--- config.mk ---
export PLATFORM = sky130hd
export DESIGN_NAME = byte_substring_search_top
export DESIGN_NICKNAME = d
export VERILOG_FILES = /design/src/sv/bss_pkg.sv /design/src/sv/bss_cell.sv /design/src/sv/bss_skid.sv /design/src/sv/byte_substring_search_top.sv
export SDC_FILE = /design/constraint.sdc
export NUM_CORES = 2
export LEC_CHECK = 0
export BUFFER_PORTS_ARGS = -buffer_cell sky130_fd_sc_hd__buf_2
export CAP_MARGIN = 20
export CORE_MARGIN = 10
export CORE_UTILIZATION = 51
export CTS_CLUSTER_DIAMETER = 60
export DETAILED_ROUTE_END_ITERATION = 6
export PLACE_DENSITY = 0.66
export SLEW_MARGIN = 20
export SYNTH_ARGS = -nofsm -noshare
export SYNTH_HDL_FRONTEND = slang
export SYNTH_HIERARCHICAL = 1
export SYNTH_SLANG_ARGS = --single-unit
--- constraint.sdc ---
create_clock -name clk_i -period 8.9 [get_ports clk_i]
set_input_delay 0.89 -clock clk_i [delete_from_list [all_inputs] [get_ports clk_i]]
set_output_delay 0.89 -clock clk_i [all_outputs]
set_load 0.005 [all_outputs]
--- src/sv/bss_pkg.sv ---
// shared constants and types for the byte substring search block
package bss_pkg;

  // window depth and pattern capacity, one cell per byte
  localparam int unsigned MaxPattern = 64;

  localparam int unsigned DataW = 8;
  localparam int unsigned LenW  = 7;
  localparam int unsigned PidxW = 6;
  localparam int unsigned OffW  = 32;

  // replay counter width, at least one bit
  localparam int unsigned CntW = (MaxPattern > 1) ? $clog2(MaxPattern) : 1;

  // per-cycle commands broadcast along the cell chain
  typedef struct packed {
    logic step;   // shift window, advance partial matches
    logic clear;  // end of search, drop window and partial matches
    logic load;   // pattern load, partial matches become stale
  } cell_ctl_t;

  // one search result
  typedef struct packed {
    logic            found;
    logic [OffW-1:0] offset;
  } res_t;

endpackage

--- src/sv/bss_cell.sv ---
// one cell of the search chain: pattern byte, window byte, partial match bit
module bss_cell (
  input  logic                     clk_i,
  input  logic                     rst_ni,
  input  bss_pkg::cell_ctl_t       ctl_i,
  input  logic                     pat_we_i,
  input  logic [bss_pkg::DataW-1:0] feed_byte_i,
  input  logic [bss_pkg::DataW-1:0] win_prev_i,
  input  logic                     match_prev_i,
  output logic [bss_pkg::DataW-1:0] win_o,
  output logic                     match_o,
  output logic                     match_d_o
);

  logic [bss_pkg::DataW-1:0] pat_q;
  logic [bss_pkg::DataW-1:0] win_q, win_d;
  logic                      match_q, match_d;
  logic                      hit;

  // bytes ending at the newest one equal pattern bytes 0..this cell
  assign hit = (feed_byte_i == pat_q) && match_prev_i;

  always_comb begin
    win_d   = win_q;
    match_d = match_q;
    priority if (ctl_i.clear) begin
      win_d   = '0;
      match_d = 1'b0;
    end else if (ctl_i.step) begin
      win_d   = win_prev_i;
      match_d = hit;
    end else if (ctl_i.load) begin
      match_d = 1'b0;
    end
  end

  always_ff @(posedge clk_i or negedge rst_ni) begin
    if (!rst_ni) begin
      win_q   <= '0;
      match_q <= 1'b0;
    end else begin
      win_q   <= win_d;
      match_q <= match_d;
    end
  end

  // pattern store entry, undefined until written
  always_ff @(posedge clk_i) begin
    if (pat_we_i) begin
      pat_q <= feed_byte_i;
    end
  end

  assign win_o     = win_q;
  assign match_o   = match_q;
  assign match_d_o = hit;

endmodule

--- src/sv/bss_skid.sv ---
// two-entry result buffer so the input side keeps flowing while a result waits
module bss_skid (
  input  logic          clk_i,
  input  logic          rst_ni,
  input  logic          push_i,
  input  bss_pkg::res_t push_data_i,
  input  logic          pop_ready_i,
  output logic          valid_o,
  output bss_pkg::res_t data_o,
  output logic          full_o
);

  bss_pkg::res_t out_q, out_d, skid_q, skid_d;
  logic          out_valid_q, out_valid_d, skid_valid_q, skid_valid_d;
  logic          pop;

  assign pop = out_valid_q && pop_ready_i;

  always_comb begin
    out_d        = out_q;
    skid_d       = skid_q;
    out_valid_d  = out_valid_q;
    skid_valid_d = skid_valid_q;
    priority if (skid_valid_q) begin
      if (pop) begin
        out_d        = skid_q;
        skid_valid_d = 1'b0;
      end
    end else if (push_i) begin
      if (!out_valid_q || pop) begin
        out_d       = push_data_i;
        out_valid_d = 1'b1;
      end else begin
        skid_d       = push_data_i;
        skid_valid_d = 1'b1;
      end
    end else if (pop) begin
      out_valid_d = 1'b0;
    end
  end

  always_ff @(posedge clk_i or negedge rst_ni) begin
    if (!rst_ni) begin
      out_valid_q  <= 1'b0;
      skid_valid_q <= 1'b0;
    end else begin
      out_valid_q  <= out_valid_d;
      skid_valid_q <= skid_valid_d;
    end
  end

  always_ff @(posedge clk_i) begin
    out_q  <= out_d;
    skid_q <= skid_d;
  end

  assign valid_o = out_valid_q;
  assign data_o  = out_q;
  assign full_o  = skid_valid_q;

endmodule

--- src/sv/byte_substring_search_top.sv ---
// top level of the byte substring search block: cell chain, counters, result buffer
//
//   channel   direction  handshake                payload
//   cfg       in         cfg_valid_i/cfg_ready_o  cfg_data_i (pattern length)
//   in        in         in_valid_i/in_ready_o    mode_i data_byte_i pattern_index_i last_byte_i
//   out       out        out_valid_o/out_ready_i  found_o match_offset_o
//
// one haystack byte or pattern load per cycle unless input stalls; results are buffered
// a pattern load during a search stalls input while the window is
//   rotated once through the cell chain to rebuild the partial match bits
// reset is asynchronous and active low; no clearing pass, the block is ready at once
// a waiting result does not stall input; input stalls while both result slots are full
//   and while a replay runs
module byte_substring_search_top (
  input  logic                          clk_i,
  input  logic                          rst_ni,
  // configuration transaction
  input  logic                          cfg_valid_i,
  output logic                          cfg_ready_o,
  input  logic [bss_pkg::LenW-1:0]      cfg_data_i,
  // input transaction
  input  logic                          in_valid_i,
  output logic                          in_ready_o,
  input  logic                          mode_i,
  input  logic [bss_pkg::DataW-1:0]     data_byte_i,
  input  logic [bss_pkg::PidxW-1:0]     pattern_index_i,
  input  logic                          last_byte_i,
  // result transaction
  output logic                          out_valid_o,
  input  logic                          out_ready_i,
  output logic                          found_o,
  output logic [bss_pkg::OffW-1:0]      match_offset_o
);

  localparam int unsigned N = bss_pkg::MaxPattern;

  // pattern length register
  logic [bss_pkg::LenW-1:0] len_q;

  // search state
  logic [bss_pkg::OffW-1:0] bytes_seen_q, bytes_inc;
  logic                     match_seen_q;
  logic [bss_pkg::OffW-1:0] first_offset_q;

  // replay after a mid-search pattern load
  logic                     replay_q;
  logic [bss_pkg::CntW-1:0] rep_cnt_q;

  // handshake decode
  logic in_fire, hay_fire, load_fire, skid_full;

  // cell chain
  bss_pkg::cell_ctl_t        ctl;
  logic [bss_pkg::DataW-1:0] win [N];
  logic [N-1:0]              m_q, m_d, pat_we;
  logic [bss_pkg::DataW-1:0] feed_byte;

  // match evaluation
  logic [bss_pkg::OffW-1:0] len_ext, new_off, cur_off;
  logic                     sel_hit, new_hit, cur_seen;
  bss_pkg::res_t            push_res, out_res;

  // config is always taken; the user must write only while idle, the block does not enforce it
  assign cfg_ready_o = 1'b1;

  always_ff @(posedge clk_i or negedge rst_ni) begin
    if (!rst_ni) begin
      len_q <= '0;
    end else if (cfg_valid_i) begin
      len_q <= cfg_data_i;
    end
  end

  assign in_ready_o = !replay_q && !skid_full;
  assign in_fire    = in_valid_i && in_ready_o;
  assign hay_fire   = in_fire && mode_i;
  assign load_fire  = in_fire && !mode_i;

  // during replay the oldest window byte re-enters at the head of the chain
  assign feed_byte = replay_q ? win[N-1] : data_byte_i;

  assign ctl.step  = hay_fire || replay_q;
  assign ctl.clear = hay_fire && last_byte_i;
  assign ctl.load  = load_fire;

  for (genvar i = 0; i < N; i++) begin : g_cell
    logic [bss_pkg::DataW-1:0] win_prev;
    logic                      match_prev;

    if (i == 0) begin : g_head
      assign win_prev   = feed_byte;
      assign match_prev = 1'b1;
    end else begin : g_body
      assign win_prev   = win[i-1];
      assign match_prev = m_q[i-1];
    end

    // loads past the store depth hit no cell and are dropped
    assign pat_we[i] = load_fire && (32'(pattern_index_i) == 32'(i));

    bss_cell u_cell (
      .clk_i        (clk_i),
      .rst_ni       (rst_ni),
      .ctl_i        (ctl),
      .pat_we_i     (pat_we[i]),
      .feed_byte_i  (feed_byte),
      .win_prev_i   (win_prev),
      .match_prev_i (match_prev),
      .win_o        (win[i]),
      .match_o      (m_q[i]),
      .match_d_o    (m_d[i])
    );
  end

  // saturating haystack byte count
  assign bytes_inc = (bytes_seen_q == '1) ? bytes_seen_q : bytes_seen_q + 1'b1;
  assign len_ext   = {{(bss_pkg::OffW - bss_pkg::LenW){1'b0}}, len_q};

  // pick the partial match bit of the cell at pattern length; zero or too long picks none
  always_comb begin
    sel_hit = 1'b0;
    for (int i = 0; i < N; i++) begin
      if (len_ext == bss_pkg::OffW'(i + 1)) begin
        sel_hit = m_d[i];
      end
    end
  end

  assign new_hit  = !match_seen_q && sel_hit && (bytes_inc >= len_ext);
  assign new_off  = bytes_inc - len_ext;
  assign cur_seen = match_seen_q || new_hit;
  assign cur_off  = match_seen_q ? first_offset_q : new_off;

  always_ff @(posedge clk_i or negedge rst_ni) begin
    if (!rst_ni) begin
      bytes_seen_q   <= '0;
      match_seen_q   <= 1'b0;
      first_offset_q <= '0;
    end else if (hay_fire) begin
      if (last_byte_i) begin
        bytes_seen_q   <= '0;
        match_seen_q   <= 1'b0;
        first_offset_q <= '0;
      end else begin
        bytes_seen_q <= bytes_inc;
        if (new_hit) begin
          match_seen_q   <= 1'b1;
          first_offset_q <= new_off;
        end
      end
    end
  end

  // a load in the middle of a search rebuilds the partial match bits
  always_ff @(posedge clk_i or negedge rst_ni) begin
    if (!rst_ni) begin
      replay_q  <= 1'b0;
      rep_cnt_q <= '0;
    end else if (load_fire && (bytes_seen_q != '0)) begin
      replay_q  <= 1'b1;
      rep_cnt_q <= '0;
    end else if (replay_q) begin
      rep_cnt_q <= rep_cnt_q + 1'b1;
      if (rep_cnt_q == bss_pkg::CntW'(N - 1)) begin
        replay_q <= 1'b0;
      end
    end
  end

  assign push_res.found  = cur_seen;
  assign push_res.offset = cur_seen ? cur_off : '0;

  bss_skid u_skid (
    .clk_i       (clk_i),
    .rst_ni      (rst_ni),
    .push_i      (hay_fire && last_byte_i),
    .push_data_i (push_res),
    .pop_ready_i (out_ready_i),
    .valid_o     (out_valid_o),
    .data_o      (out_res),
    .full_o      (skid_full)
  );

  assign found_o        = out_res.found;
  assign match_offset_o = out_res.offset;

  // replay runs exactly one pass over the window
  a_replay_len : assert property (@(posedge clk_i) disable iff (!rst_ni)
    replay_q && (rep_cnt_q == bss_pkg::CntW'(N - 1)) |=> !replay_q)
    else $error("replay did not end after one window pass");

  // a mid-search load blocks input while the chain is rebuilt
  a_replay_start : assert property (@(posedge clk_i) disable iff (!rst_ni)
    load_fire && (bytes_seen_q != '0) |=> replay_q && !in_ready_o)
    else $error("mid-search load did not start replay");

  // a recorded match needs at least one haystack byte
  a_match_count : assert property (@(posedge clk_i) disable iff (!rst_ni)
    match_seen_q |-> (bytes_seen_q != '0))
    else $error("match recorded with empty byte count");

  // not found reports offset zero
  a_nf_offset : assert property (@(posedge clk_i) disable iff (!rst_ni)
    out_valid_o && !found_o |-> (match_offset_o == '0))
    else $error("nonzero offset on not-found result");

endmodule

# After elaboration in Yosys (flattened, before gate mapping)

Index checks and enable logic that the tools add are counted.

Register bits after elaboration: 1234
Input bits: 28
Output and inout port bits: 36
Logic and storage cells: 905

Add/sub/neg operators: 3
$lt $le $gt $ge: 1
Equality and inequality tests: 195
Muxes and demuxes: 344
Bitwise gates (word level): 2
Reductions and logical operators: 157

Operators with widths:

| operator                                                         | number |
|---|---|
| 8-bit two-way mux                                                | 129 |
| 8-bit == test                                                    | 64 |
| 7-bit by 6-bit == test with 1-bit output (second input constant) | 32 |
| 1-bit two-way mux                                                | 203 |
| 6-bit == test (second input constant)                            | 33 |
| 32-bit two-way mux                                               | 6 |
| 1-bit logical AND                                                | 136 |
| 33-bit two-way mux                                               | 4 |
| 7-bit by 5-bit == test with 1-bit output (second input constant) | 16 |
| 6-bit by 5-bit == test with 1-bit output (second input constant) | 16 |
| 7-bit by 4-bit == test with 1-bit output (second input constant) | 8 |
| 6-bit by 4-bit == test with 1-bit output (second input constant) | 8 |
| 32-bit by 1-bit adder with 32-bit output (second input constant) | 1 |
| 32-bit == test (second input constant)                           | 1 |
| 32-bit by 7-bit >= comparator with 1-bit output                  | 1 |
| 32-bit nonzero test                                              | 1 |
| 32-bit by 7-bit subtractor with 32-bit output                    | 1 |
| 7-bit by 3-bit == test with 1-bit output (second input constant) | 4 |
| 6-bit by 3-bit == test with 1-bit output (second input constant) | 4 |
| 7-bit by 2-bit == test with 1-bit output (second input constant) | 2 |
| 6-bit by 2-bit == test with 1-bit output (second input constant) | 2 |
| 6-bit two-way mux                                                | 2 |
| 2-bit nonzero test                                               | 6 |
| 3-bit AND reduction                                              | 3 |
| other kinds (11)                                                 | 19 |

# Depth between registers and ports, before layout

Word-level depth: 73
Gate-level depth with buffers: 23
Depth with buffers taken out: 19

# Modules after synthesis

Netlist, hierarchy kept.

Modules (own cells, without submodules):

| module                    | instances | cells an instance | area each (µm²) | sequential area each (µm²) |
|---|---|---|---|---|
| bss_cell                  | 64        | 50                | 704.4           | 465.4 |
| byte_substring_search_top | 1         | 993               | 7318.3          | 1976.9 |
| bss_skid                  | 1         | 114               | 2518.7          | 2031.9 |

# Least setup slack after synthesis

No wires, ideal clock.

Kind: flip-flop to flip-flop
Start point: reg replay_q
End point: reg u_skid.out_q, in the netlist u_skid/data_o[24] (data pin)
Setup time: 0.260 ns
Data arrival time: 5.236 ns
Data required time: 8.640 ns
Slack: 3.403 ns
Stages on the path, launching flop included: 20
Path buffers: 4
Clock period less this slack: 5.497 ns
Path through: dfrtp_1 clkbuf_1 clkbuf_1 mux2_2 xor2_1 nor3_1 nand3_1 nor2_1 and2_1 a311oi_1 nor4_1 o32a_1 a31oi_1 o21ai_0 a31oi_1 nor3_2 buf_6 buf_2 a22o_1 mux2_4

RTL lines:

| item                   | line                             | text |
|---|---|---|
| from (decl)            | byte_substring_search_top.sv:46  | `logic replay_q;` |
| from (signal assigned) | byte_substring_search_top.sv:157 | `replay_q <= 1'b0;` |
| from (signal assigned) | byte_substring_search_top.sv:160 | `replay_q <= 1'b1;` |
| from (signal assigned) | byte_substring_search_top.sv:165 | `replay_q <= 1'b0;` |
| to (signal assigned)   | bss_skid.sv:53                   | `out_q <= out_d;` |
| to (decl)              | bss_skid.sv:13                   | `bss_pkg::res_t out_q, out_d, skid_q, skid_d;` |

==> out/summary.txt <==
status -> complete, no violations
leading cell type in the layout, fill and taps excluded -> nor2_1
hold crit path type -> input port to asynchronous set/reset pin
CP required -> 9.38 ns
Final HPWL DP -> 67590 um
Slew HR -> 0.1396
initial antenna violation count -> 4
row count -> 120
Place WS -> 2.402 ns
leakage power -> 27.82 nW
Layout area overhead -> 10.27%
Initial Util -> 0.5133
VDD IR max -> 0.0001759 V
core area -> 106900 sq um
DIE AREA -> 121100 sq um
Pwr Density -> 259.9 nW/um^2
fillers -> 8794
Worst R2R Setup Slack -> 2.26 ns
number of global-route vias before repair -> 31990
WP data arrival -> 7.12 ns
post-route cell area -> 60510 sq um
clk sinks -> 1234
synthesis warning total -> 6
PostCTS Resize Cnt -> 0
DR iter-0 viols -> 3040
drt pass-1 iters -> 5
Inst Count DP -> 5605
endpoint class of the critical path -> register
r2r startpoint -> bytes_seen_q[14]$_DFFE_PN0P_
RSZ-0062 raised after global routing -> false
worst skew pair latency -> 0.74 ns
gpl congestion -> 0.9047
minimum clock period -> 6.641 ns
placed cell area -> 56170 sq um
Mean Syn Cell Area -> 12.75 sq um
routed via count -> 32590
wire length per cell -> 19.50 um
largest net degree at the start of global routing -> 237
global-route wire length before repair -> 183400 um
H-Tree Level Count -> 4
final worst slack -> 2.259 ns
switching part of the total -> 0.2838
Worst-Margin Slew -> 1.291 ns
Cell Area, Synth -> 54870 sq um
die width -> 348.0 um
Clock Power Share -> 0.344
total routed wirelength -> 114000 um
Die H -> 348.0 um
Slew Limit Fails -> 0
combinational fraction of design power -> 0.201
final std cells w/o fill -> 5847
CTS tree -> built
port buffer count -> 62
Int Power -> 0.01126 W
fin nets -> 4376
CTS root buf -> clkbuf_16
clock tree buffer depth -> 3
DRT antenna net count -> 0
via/cell ratio -> 5.573
setup TNS -> 0 ns
Num CTS Buffers -> 133
Hold Fails Final Rpt -> 0
Hold Buf Count CTS -> 0
P_sw -> 0.004463 W
drc violations -> 0
antenna cells -> 0
Final setup viols -> 0
Clock Pin Slew Worst Setup and Hold Paths -> 0.06 ns
global route total overflow -> 0
I/O pin total -> 64
Achievable Freq -> 0.1506 GHz
share of cells above drive strength 1 -> 0.08596
worst reg-to-reg path cell count -> 18
proportion of power drawn by flip-flops and latches -> 0.455
skew final -> 0.02502 ns
reg2reg end -> u_skid/data_o[30]$_DFFE_PP_
Critical Path Source Type -> register
crit-path max FO -> 67
commonest non-fill, non-tap cells in the layout -> 703 x nor2_1, 656 x dfrtp_1, 578 x edfxtp_1
Synth Instances -> 4303
Reg area -> 33770 sq um
kind of critical path -> register to register
crit share post-route -> 0.7461
Total GRT Usage -> 0.1872
MaxCap Viol Count -> 0
area taken by multi-input logic gates -> 19530 sq um
total setup buffers inserted after CTS -> 0
==> flip-flops by register name, summed over array words and instances, names as in the netlist <==
name / flops
bytes_seen_q: 32
first_offset_q: 32
g_cell.u_cell/match_o: 63
g_cell.u_cell/pat_q: 512
g_cell.u_cell/win_o: 512
len_q: 7
match_seen_q: 1
rep_cnt_q: 6
replay_q: 1
u_skid/data_o: 33
u_skid/full_o: 1
u_skid/skid_q: 33
u_skid/valid_o: 1
==> power by group through the flow <==
stage | logic (W) | clock network [W] | registers, W
after global routing | 0.00350 | 0.00577 | 0.00724
after detailed placement | 0.00318 | 0 | 0.00726
after global placement | 0.00311 | 0 | 0.00725
after floorplan | 0.00263 | 0 | 0.00712
after CTS | 0.00319 | 0.00555 | 0.00716
final | 0.00316 | 0.00542 | 0.00715
==> metal layers <==
layer	global-route usage	up-vias	wire, um	part of all wire
met4	0.06780	8	3434	0.030
met1	0.2662	16160	52420	0.46
li1	-	15380	-	-
met5	0	-	48	0.00042
met2	0.2826	824	51100	0.45
met3	0.03939	213	7049	0.062
==> metrics by stage <==
step	total power, W	utilization	hold WS (ns)
final	0.01572	0.5660	0.2116
after global routing	0.01651	0.5660	0.2451
after CTS	0.01589	0.5660	0.1955
after detailed placement	0.01044	0.5255	0.4839
after global placement	0.01036	0.5254	0.4730
after floorplan	0.009742	-	0.4565
==> cell type report <==
cell class | instances | share of cell area
Timing Repair Buffer | 107 | 0.01294
Multi-Input combinational cell | 2771 | 0.3227
Tap cell | 1403 | 0.02901
Inverter | 90 | 0.005583
Clock inverter | 45 | 0.007548
Clock buffer | 197 | 0.06406
Sequential cell | 1234 | 0.5581
==> how the worst max path moves through the flow <==
stage / slack (ns) / end / depth (start not counted) / startpoint
floorplan: 3.40 / u_skid/data_o[24]$_DFFE_PP_ / 19 / replay_q$_DFF_PN0_
global placement: 2.49 / u_skid/data_o[12]$_DFFE_PP_ / 18 / bytes_seen_q[25]$_DFFE_PN0P_
detailed placement: 2.40 / u_skid/data_o[0]$_DFFE_PP_ / 17 / bytes_seen_q[25]$_DFFE_PN0P_
CTS: 2.36 / u_skid/data_o[0]$_DFFE_PP_ / 17 / bytes_seen_q[25]$_DFFE_PN0P_
global route: 1.81 / u_skid/data_o[30]$_DFFE_PP_ / 18 / bytes_seen_q[13]$_DFFE_PN0P_
finish: 2.26 / u_skid/data_o[30]$_DFFE_PP_ / 18 / bytes_seen_q[14]$_DFFE_PN0P_
==> worst max-delay path, cell delays in order, from the launching register on <==
cell	delay (ns)
dfrtp_1	0.57
nand4_1	0.28
nor2_1	0.64
nand3_1	0.57
nand2_1	0.23
xnor2_1	0.16
ha_1	0.31
nor2b_1	0.15
o21ai_0	0.21
a21boi_0	0.19
o21a_1	0.26
or4b_1	0.66
or2_0	0.42
nor4_4	0.65
nor3_4	0.07
buf_4	0.37
inv_1	0.22
o21ai_0	0.14
mux2_2	0.27
Note: power is estimated with default switching activity, not from simulation.
